**config.mk**
```make
export PLATFORM = sky130hd
export DESIGN_NAME = hbridge_drive_with_command_watchdog
export DESIGN_NICKNAME = d
export VERILOG_FILES = /design/src/rtl/hbd_pkg.sv /design/src/rtl/hbd_mul.sv /design/src/rtl/hbd_regs.sv /design/src/rtl/hbridge_drive_with_command_watchdog.sv
export SDC_FILE = /design/constraint.sdc
export NUM_CORES = 2
export LEC_CHECK = 0
export BUFFER_PORTS_ARGS = -buffer_cell sky130_fd_sc_hd__buf_2
export CELL_PAD_IN_SITES_DETAIL_PLACEMENT = 1
export CELL_PAD_IN_SITES_GLOBAL_PLACEMENT = 1
export CORE_MARGIN = 2
export CORE_UTILIZATION = 38
export DETAILED_ROUTE_END_ITERATION = 12
export GPL_TIMING_DRIVEN = 0
export PLACE_DENSITY_LB_ADDON = 0.1
export SYNTH_ARGS = -nofsm -noshare
export SYNTH_HDL_FRONTEND = slang
export SYNTH_SLANG_ARGS = --single-unit
```
**constraint.sdc**
```tcl
create_clock -name clk_i -period 10.8 [get_ports clk_i]
set_clock_uncertainty 0.2 [all_clocks]
set_input_delay 1.08 -clock clk_i [delete_from_list [all_inputs] [get_ports clk_i]]
set_output_delay 1.08 -clock clk_i [all_outputs]
set_load 0.02 [all_outputs]
```
**src/rtl/hbd_pkg.sv**
```systemverilog
// Shared types and constants for the H-bridge drive controller.
package hbd_pkg;

  // Item kinds on the input stream
  typedef enum logic [1:0] {
    OP_DRIVE = 2'd0,
    OP_STOP  = 2'd1,
    OP_TICK  = 2'd2
  } op_e;

  // Configuration register indexes
  typedef enum logic [1:0] {
    REG_MAX_DRIVE = 2'd0,
    REG_MAX_STEER = 2'd1,
    REG_TIMEOUT   = 2'd2
  } reg_e;

  typedef enum logic [1:0] {
    ST_IDLE = 2'd0,
    ST_CALC = 2'd1,
    ST_DONE = 2'd2
  } state_e;

  typedef struct packed {
    logic [15:0] drive_full_scale;
    logic [15:0] steer_full_scale;
    logic [31:0] timeout_ticks;
  } cfg_t;

  localparam int unsigned MUL_W = 30;

  localparam logic signed [10:0] CMD_MAX     = 11'sd1000;
  localparam logic signed [10:0] CMD_MIN     = -11'sd1000;
  localparam logic signed [10:0] DEADBAND    = 11'sd20;
  localparam logic signed [10:0] DIR_LIMIT   = 11'sd50;
  localparam logic signed [10:0] STEER_LIMIT = 11'sd80;
  localparam logic [6:0]         SPEED_MAX   = 7'd100;

  // x/3125 ~ (x*RECIP_3125) >> 40, x/125 ~ (x*RECIP_125) >> 32; both low by at most one
  localparam logic [28:0] RECIP_3125 = 29'd351843720;
  localparam logic [25:0] RECIP_125  = 26'd34359738;
  localparam logic [11:0] DIV_3125   = 12'd3125;
  localparam logic [6:0]  DIV_125    = 7'd125;
  localparam logic [8:0]  ROUND_HALF = 9'd500;

  localparam logic [3:0] LAST_STEP = 4'd9;

endpackage

```
**src/rtl/hbd_mul.sv**
```systemverilog
// Shared unsigned multiplier with a registered product.
module hbd_mul (
  input  logic                          clk_i,
  input  logic [hbd_pkg::MUL_W-1:0]     a_i,
  input  logic [hbd_pkg::MUL_W-1:0]     b_i,
  output logic [2*hbd_pkg::MUL_W-1:0]   p_o
);
  import hbd_pkg::*;

  logic [2*MUL_W-1:0] p_q;

  always_ff @(posedge clk_i) begin
    p_q <= a_i * b_i;
  end

  assign p_o = p_q;

endmodule

```
**src/rtl/hbd_regs.sv**
```systemverilog
// APB configuration registers: duty full scales and watchdog timeout.
module hbd_regs (
  input  logic               clk_i,
  input  logic               rst_ni,
  input  logic               psel,
  input  logic               penable,
  input  logic               pwrite,
  input  logic [3:0]         paddr,
  input  logic [31:0]        pwdata,
  output logic [31:0]        prdata,
  output logic               pready,
  output hbd_pkg::cfg_t      cfg_o
);
  import hbd_pkg::*;

  cfg_t       cfg_q, cfg_d;
  logic       wr_en;
  logic [1:0] idx;

  assign pready = 1'b1;
  assign wr_en  = psel && penable && pwrite;
  assign idx    = paddr[3:2];

  always_comb begin
    cfg_d = cfg_q;
    if (wr_en) begin
      unique case (idx)
        REG_MAX_DRIVE: cfg_d.drive_full_scale = pwdata[15:0];
        REG_MAX_STEER: cfg_d.steer_full_scale = pwdata[15:0];
        REG_TIMEOUT:   cfg_d.timeout_ticks    = pwdata;
        default: ;
      endcase
    end
  end

  always_comb begin
    unique case (idx)
      REG_MAX_DRIVE: prdata = {16'd0, cfg_q.drive_full_scale};
      REG_MAX_STEER: prdata = {16'd0, cfg_q.steer_full_scale};
      REG_TIMEOUT:   prdata = cfg_q.timeout_ticks;
      default:       prdata = 32'd0;
    endcase
  end

  always_ff @(posedge clk_i or negedge rst_ni) begin
    if (!rst_ni) begin
      cfg_q.drive_full_scale <= 16'd255;
      cfg_q.steer_full_scale <= 16'd255;
      cfg_q.timeout_ticks    <= 32'd500;
    end else begin
      cfg_q <= cfg_d;
    end
  end

  assign cfg_o = cfg_q;

endmodule

```
**src/rtl/hbridge_drive_with_command_watchdog.sv**
```systemverilog
// Top level: command state, watchdog, multiply sequencer and output register.
//
// Input stream (s_axis_*): one word per item; tuser carries the kind (drive,
// stop, tick), tdata the steer, throttle and speed of a drive command.
// Output stream (m_axis_*): one word per input item with bridge pins, PWM
// duties and status flags.
// APB port: max drive duty (0x0), max steer duty (0x4), timeout ticks (0x8).
// An accepted word updates the held command and watchdog at once; the duties
// are then worked out in the ST_CALC steps on one shared 30x30 multiplier (products
// first, then reciprocal divides, then back-multiplies for the fix-up), and
// the result word goes into the output register from ST_DONE once it is free.
// s_axis_tready is low from accept until the result is loaded, so no new word
// is taken while one is still being worked on. If the receiver stalls, the
// finished result waits in the output register while the next word is
// accepted and worked on; that word's result then waits until the register
// is free.
// Reset clears the held command, arms the watchdog with zero elapsed ticks,
// clears the watchdog flag and loads the register defaults (255, 255, 500).
module hbridge_drive_with_command_watchdog (
  input  logic        clk_i,
  input  logic        rst_ni,
  input  logic        s_axis_tvalid,
  output logic        s_axis_tready,
  input  logic [31:0] s_axis_tdata,  // steer_cmd, throttle_cmd, speed_cmd
  input  logic [1:0]  s_axis_tuser,  // op
  output logic        m_axis_tvalid,
  input  logic        m_axis_tready,
  // drive_fwd, drive_rev, drive_duty, steer_right, steer_left, steer_duty,
  // direction_class, steering_class, accel_pct, timed_out, watchdog_stopped
  output logic [55:0] m_axis_tdata,
  input  logic        psel,
  input  logic        penable,
  input  logic        pwrite,
  input  logic [3:0]  paddr,
  input  logic [31:0] pwdata,
  output logic [31:0] prdata,
  output logic        pready
);
  import hbd_pkg::*;

  cfg_t cfg;

  hbd_regs u_regs (
    .clk_i   (clk_i),
    .rst_ni  (rst_ni),
    .psel    (psel),
    .penable (penable),
    .pwrite  (pwrite),
    .paddr   (paddr),
    .pwdata  (pwdata),
    .prdata  (prdata),
    .pready  (pready),
    .cfg_o   (cfg)
  );

  // ---------------- command state and watchdog
  logic signed [10:0] steer_in, thr_in;
  logic signed [10:0] steer_cl, thr_cl;
  logic [6:0]         speed_in, speed_cl;
  logic [1:0]         op_in;
  logic               in_acc;

  logic signed [10:0] hs_q, hs_d, ht_q, ht_d;
  logic [6:0]         hsp_q, hsp_d;
  logic [31:0]        el_q, el_d, el_inc;
  logic               armed_q, armed_d, fired_q, fired_d;

  assign op_in    = s_axis_tuser;
  assign steer_in = s_axis_tdata[10:0];
  assign thr_in   = s_axis_tdata[21:11];
  assign speed_in = s_axis_tdata[28:22];
  assign in_acc   = s_axis_tvalid && s_axis_tready;

  assign steer_cl = (steer_in > CMD_MAX) ? CMD_MAX : ((steer_in < CMD_MIN) ? CMD_MIN : steer_in);
  assign thr_cl   = (thr_in > CMD_MAX) ? CMD_MAX : ((thr_in < CMD_MIN) ? CMD_MIN : thr_in);
  assign speed_cl = (speed_in > SPEED_MAX) ? SPEED_MAX : speed_in;
  assign el_inc   = (el_q != '1) ? el_q + 32'd1 : el_q;

  always_comb begin
    hs_d = hs_q;
    ht_d = ht_q;
    hsp_d = hsp_q;
    el_d = el_q;
    armed_d = armed_q;
    fired_d = fired_q;
    if (in_acc) begin
      unique case (op_in)
        OP_DRIVE: begin
          hs_d = steer_cl;
          ht_d = thr_cl;
          hsp_d = speed_cl;
          el_d = '0;
          armed_d = 1'b1;
          fired_d = 1'b0;
        end
        OP_STOP: begin
          hs_d = '0;
          ht_d = '0;
          hsp_d = '0;
          el_d = '0;
          armed_d = 1'b1;
          fired_d = 1'b0;
        end
        OP_TICK: begin
          if (armed_q) begin
            el_d = el_inc;
            if (el_inc > cfg.timeout_ticks && !fired_q) begin
              hs_d = '0;
              ht_d = '0;
              hsp_d = '0;
              armed_d = 1'b0;
              fired_d = 1'b1;
            end
          end
        end
        default: ;
      endcase
    end
  end

  always_ff @(posedge clk_i or negedge rst_ni) begin
    if (!rst_ni) begin
      hs_q <= '0;
      ht_q <= '0;
      hsp_q <= '0;
      el_q <= '0;
      armed_q <= 1'b1;
      fired_q <= 1'b0;
    end else begin
      hs_q <= hs_d;
      ht_q <= ht_d;
      hsp_q <= hsp_d;
      el_q <= el_d;
      armed_q <= armed_d;
      fired_q <= fired_d;
    end
  end

  // ---------------- sequencer
  state_e     state_q, state_d;
  logic [3:0] step_q, step_d;
  logic       out_free, load_out;

  assign out_free = !m_axis_tvalid || m_axis_tready;

  always_comb begin
    state_d = state_q;
    unique case (state_q)
      ST_IDLE: if (in_acc) state_d = ST_CALC;
      ST_CALC: if (step_q == LAST_STEP) state_d = ST_DONE;
      ST_DONE: if (out_free) state_d = ST_IDLE;
      default: state_d = ST_IDLE;
    endcase
  end

  always_comb begin
    s_axis_tready = (state_q == ST_IDLE);
    load_out      = (state_q == ST_DONE) && out_free;
    step_d        = (state_q == ST_CALC) ? step_q + 4'd1 : 4'd0;
  end

  always_ff @(posedge clk_i or negedge rst_ni) begin
    if (!rst_ni) begin
      state_q <= ST_IDLE;
      step_q <= '0;
    end else begin
      state_q <= state_d;
      step_q <= step_d;
    end
  end

  // ---------------- shared multiplier and arithmetic registers
  logic [MUL_W-1:0]   mul_a, mul_b;
  logic [2*MUL_W-1:0] prod;
  logic [9:0]         at_mag, as_mag;
  logic [16:0]        p_q;    // |throttle| * speed
  logic [25:0]        s_q;    // |steer| * max steer duty
  logic [32:0]        q_q;    // p * max drive duty
  logic [15:0]        qs_q, qd_q;
  logic [6:0]         qa_q;
  logic [13:0]        ya;
  logic [22:0]        rs;
  logic [13:0]        ra;
  logic [27:0]        rd;
  logic [16:0]        p_rnd;

  assign at_mag = ht_q[10] ? 10'(-ht_q) : ht_q[9:0];
  assign as_mag = hs_q[10] ? 10'(-hs_q) : hs_q[9:0];
  assign p_rnd  = p_q + 17'(ROUND_HALF);
  assign ya     = p_rnd[16:3];

  hbd_mul u_mul (
    .clk_i (clk_i),
    .a_i   (mul_a),
    .b_i   (mul_b),
    .p_o   (prod)
  );

  always_comb begin
    mul_a = '0;
    mul_b = '0;
    if (state_q == ST_CALC) begin
      unique case (step_q)
        4'd0: begin mul_a = MUL_W'(at_mag);      mul_b = MUL_W'(hsp_q); end
        4'd1: begin mul_a = MUL_W'(as_mag);      mul_b = MUL_W'(cfg.steer_full_scale); end
        4'd2: begin mul_a = MUL_W'(p_q);         mul_b = MUL_W'(cfg.drive_full_scale); end
        4'd3: begin mul_a = MUL_W'(s_q[25:3]);   mul_b = MUL_W'(RECIP_125); end
        4'd4: begin mul_a = MUL_W'(ya);          mul_b = MUL_W'(RECIP_125); end
        4'd5: begin mul_a = MUL_W'(q_q[32:5]);   mul_b = MUL_W'(RECIP_3125); end
        4'd6: begin mul_a = MUL_W'(qs_q);        mul_b = MUL_W'(DIV_125); end
        4'd7: begin mul_a = MUL_W'(qa_q);        mul_b = MUL_W'(DIV_125); end
        4'd8: begin mul_a = MUL_W'(qd_q);        mul_b = MUL_W'(DIV_3125); end
        default: ;
      endcase
    end
  end

  // remainders for the one-step quotient fix-up
  assign rs = s_q[25:3] - prod[22:0];
  assign ra = ya - prod[13:0];
  assign rd = q_q[32:5] - prod[27:0];

  // each step from 1 on stores the product issued one step earlier, or the quotient fixed up by it
  always_ff @(posedge clk_i) begin
    if (state_q == ST_CALC) begin
      unique case (step_q)
        4'd1: p_q <= prod[16:0];
        4'd2: s_q <= prod[25:0];
        4'd3: q_q <= prod[32:0];
        4'd4: qs_q <= prod[47:32];
        4'd5: qa_q <= prod[38:32];
        4'd6: qd_q <= prod[55:40];
        4'd7: if (rs >= 23'(DIV_125)) qs_q <= qs_q + 16'd1;
        4'd8: if (ra >= 14'(DIV_125)) qa_q <= qa_q + 7'd1;
        4'd9: if (rd >= 28'(DIV_3125)) qd_q <= qd_q + 16'd1;
        default: ;
      endcase
    end
  end

  // ---------------- result word
  logic        dfwd, drev, sright, sleft, tmo;
  logic [1:0]  dir_cls, str_cls;
  logic [55:0] word;
  logic [55:0] out_q;
  logic        ovalid_q;

  always_comb begin
    dfwd    = ht_q > DEADBAND;
    drev    = ht_q < -DEADBAND;
    sright  = hs_q > DEADBAND;
    sleft   = hs_q < -DEADBAND;
    dir_cls = (ht_q > DIR_LIMIT) ? 2'd1 : ((ht_q < -DIR_LIMIT) ? 2'd2 : 2'd0);
    str_cls = (hs_q > STEER_LIMIT) ? 2'd1 : ((hs_q < -STEER_LIMIT) ? 2'd2 : 2'd0);
    tmo     = !armed_q || (el_q > cfg.timeout_ticks);
    word    = {7'd0, fired_q, tmo, qa_q, str_cls, dir_cls,
               (sright || sleft) ? qs_q : 16'd0, sleft, sright,
               (dfwd || drev) ? qd_q : 16'd0, drev, dfwd};
  end

  always_ff @(posedge clk_i) begin
    if (load_out) out_q <= word;
  end

  always_ff @(posedge clk_i or negedge rst_ni) begin
    if (!rst_ni) begin
      ovalid_q <= 1'b0;
    end else if (load_out) begin
      ovalid_q <= 1'b1;
    end else if (m_axis_tready) begin
      ovalid_q <= 1'b0;
    end
  end

  assign m_axis_tvalid = ovalid_q;
  assign m_axis_tdata  = out_q;

  // ---------------- checks
  a_fired_disarms: assert property (@(posedge clk_i) disable iff (!rst_ni)
    fired_q |-> !armed_q)
    else $error("watchdog flag set while armed");

  a_fired_clears: assert property (@(posedge clk_i) disable iff (!rst_ni)
    fired_q |-> (ht_q == '0 && hs_q == '0 && hsp_q == '0))
    else $error("held command survives watchdog stop");

  a_held_range: assert property (@(posedge clk_i) disable iff (!rst_ni)
    hsp_q <= SPEED_MAX && ht_q <= CMD_MAX && ht_q >= CMD_MIN
    && hs_q <= CMD_MAX && hs_q >= CMD_MIN)
    else $error("held command out of range");

  a_accept_starts: assert property (@(posedge clk_i) disable iff (!rst_ni)
    in_acc |=> state_q == ST_CALC && step_q == 4'd0)
    else $error("accepted word did not start the sequence");

  a_load_when_free: assert property (@(posedge clk_i) disable iff (!rst_ni)
    load_out |-> (!m_axis_tvalid || m_axis_tready))
    else $error("result word loaded over a pending one");

endmodule
```
* Word level (Yosys, flattened, before mapping)
Cells that the tools add are included.
W data, S select, Z words.
** Word-level totals
- Flip-flop bits (word level) :: 354
- Input port bits :: 77
- Output and inout bits :: 91
- Word-level logic and storage cells :: 160
** Cells by class
- Add/sub/neg operators :: 11
- $mul :: 1
- Magnitude comparators :: 18
- Equality and inequality tests :: 24
- Muxes and demuxes :: 43
- Reduce and logical (&&, ||, !) cells :: 39
** Operators by type and width (number)
- $pmux W28 S9 :: 1
- $pmux W29 S7 :: 1
- $pmux W32 S3 :: 1
- $mux W11 :: 6
- $pmux W11 S3 :: 2
- $gt A32 B32 Y1 :: 2
- $mux W32 :: 2
- $pmux W16 S2 :: 2
- $pmux W32 S2 :: 1
- $mul A28 B29 Y56 :: 1
- $add A16 B1 Y16 const B :: 2
- $add A32 B1 Y32 const B :: 1
- $mux W16 :: 2
- $ne A32 B32 Y1 const B :: 1
- $mux W29 :: 1
- $ge A28 B12 Y1 const B :: 1
- $mux W28 :: 1
- $mux W7 :: 4
- $sub A28 B28 Y28 :: 1
- $ge A23 B7 Y1 const B :: 1
- $sub A23 B23 Y23 :: 1
- $gt A11 B11 Y1 const B :: 2
- $gt A11 B6 Y1 const B :: 2
- $lt A11 B11 Y1 const B :: 2
- other kinds (39) :: 95

* Logic depth before layout (Yosys ltp)
- Word-level depth :: 7
- Gate-level depth with buffers :: 38
- Gate-level depth less buffers :: 36

* Cells and area by module
Synthesis repeated with hierarchy kept, for this count alone.
** Second synthesis, totals
- Cell total of the unflattened synthesis :: 5488
- Area, all modules :: 50983.9 µm²
** Modules (own cells, without submodules)
- hbd_mul :: times used 1, cells each 3409, area each 31026.0 µm², sequential area each 1201.2 µm²
- hbridge_drive_with_command_watchdog :: times used 1, cells each 1866, area each 17053.9 µm², sequential area each 6437.4 µm²
- hbd_regs :: times used 1, cells each 213, area each 2904.0 µm², sequential area each 1629.1 µm²

* Least setup slack after synthesis
OpenSTA, ideal clock, no wires.
- Kind :: reg-to-reg
- Start point :: register step_q[2]
- End point :: register u_mul.p_q[55] (netlist: u_mul.p_o[55])
- Library setup time :: 0.128 ns
- Data arrival time :: 9.144 ns
- Data required time :: 10.472 ns
- Path slack :: 1.329 ns
- Cell stages (with the launch flop) :: 34
- Path buffers :: 2
- Period minus slack after synthesis :: 9.471 ns
- Cell sequence :: dfrtp_1 -> nor2_1 -> nand2_1 -> nor2_1 -> a21oi_1 -> inv_1 -> clkbuf_1 -> nand2_1 -> fa_1 -> inv_1 -> fa_1 -> inv_1 -> fa_1 -> inv_1 -> fa_1 -> inv_1 -> fa_1 -> inv_1 -> fa_1 -> inv_1 -> fa_1 -> inv_1 -> ha_1 -> clkbuf_1 -> nand2_1 -> o21ai_0 -> a21oi_1 -> o21ai_0 -> a31oi_1 -> o21ai_1 -> a32o_1 -> o41a_1 -> mux2i_1 -> nand4_1
** On the way
- Word-level cells in the longest chain between the ends :: 5
- Elaborated cells on any way between the ends :: 16
- Those cells by class :: mul (1); eq/ne (8); mux (4); reduce/logical (3)
** RTL lines
- from (decl) :: RTL line hbridge_drive_with_command_watchdog.sv:141 : logic [3:0] step_q, step_d;
- from (signal assigned) :: RTL line hbridge_drive_with_command_watchdog.sv:168 : step_q <= step_d;
- $eq A4 B3 Y1 or $eq A4 B2 Y1 (tied branches) :: RTL line hbridge_drive_with_command_watchdog.sv:203 : unique case (step_q)
- $reduce_or A2 Y1 (no source line)
- $pmux W29 S7 :: RTL line hbridge_drive_with_command_watchdog.sv:203
- $mux W29 :: RTL line hbridge_drive_with_command_watchdog.sv:202 : if (state_q == ST_CALC) begin
- $mul A28 B29 Y56 * :: RTL line hbd_mul.sv:13 : p_q <= a_i * b_i;
- to (signal assigned) :: RTL line hbd_mul.sv:13
- to (decl) :: RTL line hbd_mul.sv:10 : logic [2*MUL_W-1:0] p_q;
Every way passes the cells marked *; elsewhere a longest branch is shown, timed or not.
A chain may end at the register's enable or synchronous reset.

* Worst setup path after layout
- Start point :: register step_q[1]
- End point :: register u_mul.p_q[48] (netlist: u_mul.p_o[48])
The elaborated chain is that of the path after synthesis.

==> implementation parameters <==
Parameter                              Value

Die
  Total die area    0.1172 sq mm
  Chip height    342.3 um
  Number of I/O pins    168
  Site row count    124
  Area of the placeable core    0.1139 sq mm
  Overall die width    342.3 um
  Initial Util    38.20%

Detailed routing
  Number of remaining DRC errors    0
  1st-pass router iterations    5
  1st-iter DRT viols    2,579
  Via count normalized by instance count    5.355
  Count of antenna-violating nets left after detailed routing    0
  Post-detailed-route wirelength per cell    25.30 um
  Post-detailed-routing wire length    163.7 mm
  Total via count in the routed design    34,640

Clock tree
  Number of clock buffers inserted by TritonCTS    40
  Sink Count    346
  Max Buffers Root-to-Sink    3
  Clock-pin slew reported for the worst setup and hold paths after clock tree synthesis    0.06 ns
  Depth of the CTS H-tree    2
  Hold_buf cts    0
  TritonCTS clock tree    yes
  Root Buffer Master    clkbuf_16
  Worst-Skew Late Latency    0.60 ns

Cells and area
  Nets    6,009
  Area Overhead vs Synth    10.63%
  Area of the multi-input gates    0.03029 sq mm
  Filler cell count in the final layout    13,250
  Post-route non-filler standard cell count    6,469
  Final standard cell utilization of the core    42.25%
  Sequential standard cell area    0.009188 sq mm
  Count of antenna diodes in the layout    0
  Share of cells above drive strength 1    9.340%

Critical path
  Critical-path top delay cell    a221oi_1
  Crit Path Category    register to register
  Category of the worst setup path capture point    register
  Element type at the critical path start    register
  Number of buffers and inverters on the critical path    10
  Data required time at the worst endpoint    11.07 ns
  Worst-path maximum fanout    10
  Worst setup slack for register-to-register paths    0.26 ns
  Critical path's top delay family    adder cells
  Signal arrival time at the worst endpoint    10.81 ns
  Depth of the most critical reg-to-reg path    33
  Worst reg2reg path endpoint    u_mul.p_o[48]
  Cell repeated most along the worst path    fa_1
  Startpoint of the worst-slack reg-to-reg timing path    step_q[1]
  Worst path max stage delay    0.97 ns

Global route
  Total track usage    28.32%
  Total global routing overflow    0
  Largest net degree at the start of global routing    80
  Number of antenna violations at the first check in global routing    4
  Vias in the first global route    37,140
  Global-route wire length before repair    245.5 mm

Worst hold path
  Cell depth of the worst hold path    0
  HP Class    register to register
  Hold_sp    u_mul.p_o[31]
  Hold worst-path end    q_q[31]

Timing
  Share of the clock period used by the worst path after layout    97.59%
  Max-slew headroom at the worst pin    11.72%
  Fin crit period    10.54 ns
  Number of pins with negative max-slew slack in the final report    0
  Sum Neg Setup Slack    0 ns
  Total count of hold-check failures in the final report    0
  Setup Viol. Count Final    0
  Fmax achieved    0.09488 GHz
  Tightest Pin Transition    1.324 ns
  Final setup slack of the worst path    0.2608 ns

Logic synthesis
  Top-area cell type share of the netlist area    26.79%
  Mean post-synth cell area    9.227 sq um
  Top FF cell, synth    edfxtp_1
  Number of flops mapped to enable cells by yosys    156
  Yosys Warn Count    0
  Number of unique standard cell types used by synthesis    100
  Cell area after synthesis    0.04350 sq mm
  Leading area contributor after synthesis    fa_1
  Main area contributors after synthesis    fa_1 (27%), ha_1 (12%), edfxtp_1 (11%)
  Total of flip-flops plus latches after synthesis    346
  Async set-reset flop share out of synthesis    38.73%
  Post-synthesis instance total    4,714
  Register area share after synthesis    21.12%

Flow run
  Total of max-cap violations    0

Placed design
  Placed cells    6,405
  Estimated wirelength of the detail-placed design    137.7 mm
  Port bufs    153
  Worst Setup Slack post-DPL    -1.135 ns
  Gpl congestion    0.9520

Run status
  Outcome    completed
[sequential cells by signal, indices dropped and copies added, names as in the netlist, 11 cells and up]
signal        count
qd_q             16
s_q              23
q_q              28
m_axis_tdata     49
hs_q             11
ht_q             11
u_regs.cfg_o     64
p_q              17
qs_q             16
el_q             32
u_mul.p_o        56
[cells in the final DEF (no fill, tap or decap), types with 111 or more instances in the layout]
cell      instances
a21oi_1         148
dfrtp_1         111
nor2_1          295
fa_1            582
o21ai_0         177
ha_1            423
edfxtp_1        156
buf_2           166
inv_1           977
nand2_1         476
[synth_stat cells, types with 14 or more instances]
| library cell | count |
|---|---|
| or3_1 | 15 |
| clkbuf_1 | 119 |
| a21o_1 | 81 |
| dfstp_2 | 23 |
| nand4_1 | 31 |
| xor2_1 | 79 |
| fa_1 | 582 |
| mux2i_1 | 30 |
| nand3_1 | 79 |
| nor3_1 | 42 |
| nor2b_1 | 56 |
| inv_1 | 977 |
| o21ai_0 | 178 |
| o211ai_1 | 20 |
| a21oi_1 | 154 |
| edfxtp_1 | 156 |
| a211oi_1 | 19 |
| o31ai_1 | 20 |
| nand2_1 | 482 |
| nand2b_1 | 61 |
| dfrtp_1 | 111 |
| nor2_1 | 315 |
| a22oi_1 | 34 |
| a31oi_1 | 17 |
| o21a_1 | 28 |
| xnor2_1 | 87 |
| and2_1 | 50 |
| a22o_1 | 19 |
| buf_2 | 16 |
| mux2_2 | 39 |
| dfxtp_1 | 56 |
| a21boi_0 | 17 |
| and3_1 | 55 |
| ha_1 | 424 |
| o21bai_1 | 14 |
[routing by layer]
metal | GRT usage [%] | vias up | routed length [um]
li1 | - | 15630 | -
met1 | 39.74 | 17810 | 73790
met2 | 45.48 | 983 | 74180
met3 | 4.522 | 212 | 10220
met4 | 7.273 | 4 | 5454
met5 | 0 | - | 27
[cells by family after synthesis]
family / Yosys count / share of synthesized area [%]
and+or+nand+nor: 1245 / 13.20
muxes: 81 / 2.114
adders and majority gates: 1006 / 38.98
other: 2 / 0.01727
DFF: 346 / 21.12
buffers and inverters: 1134 / 9.984
AOI/OAI and AO/OA: 734 / 11.24
xor gates and xnor gates: 166 / 3.343
[area by class of cell]
type / instances / share of cell area [%]
timing repair buffer: 172 / 2.182
tap: 1512 / 3.932
clock buffer: 50 / 2.262
inverter: 980 / 7.645
sequential: 346 / 19.09
clock inverter: 23 / 0.5356
multi-input combinational: 3245 / 62.96
buffer: 141 / 1.394
[what timing repair did]
| action | 4_1_cts | 5_1_grt |
|---|---|---|
| setup endpoints to repair | 27 | 18 |
| pin swaps | 0 | 3 |
| resized for setup | 50 | 64 |
| setup buffers | 1 | 3 |
[metrics by stage]
stage / cell area [sq um] / hold WS, ns
CTS: 47970 / 0.2075
floorplan: 43540 / 0.1855
finish: 48120 / 0.2067
global route: 48120 / 0.2157
global placement: 46200 / 0.1886
detailed placement: 46520 / 0.1918
[how the worst max path moves through the flow]
stage / slack [ns] / from / to / depth (start not counted)
after CTS: 0.008 / step_q[1] / u_mul.p_o[55] / 34
final: 0.26 / step_q[1] / u_mul.p_o[48] / 33
after detailed placement: -1.14 / step_q[1] / u_mul.p_o[55] / 36
after floorplan: 1.33 / step_q[2] / u_mul.p_o[55] / 33
after global placement: -2.31 / state_q[1] / u_mul.p_o[55] / 32
after global routing: -0.002 / step_q[1] / u_mul.p_o[48] / 35
Power is not shown: default switching activity piles up to over one toggle a cycle in this logic, so the estimate is an artifact.
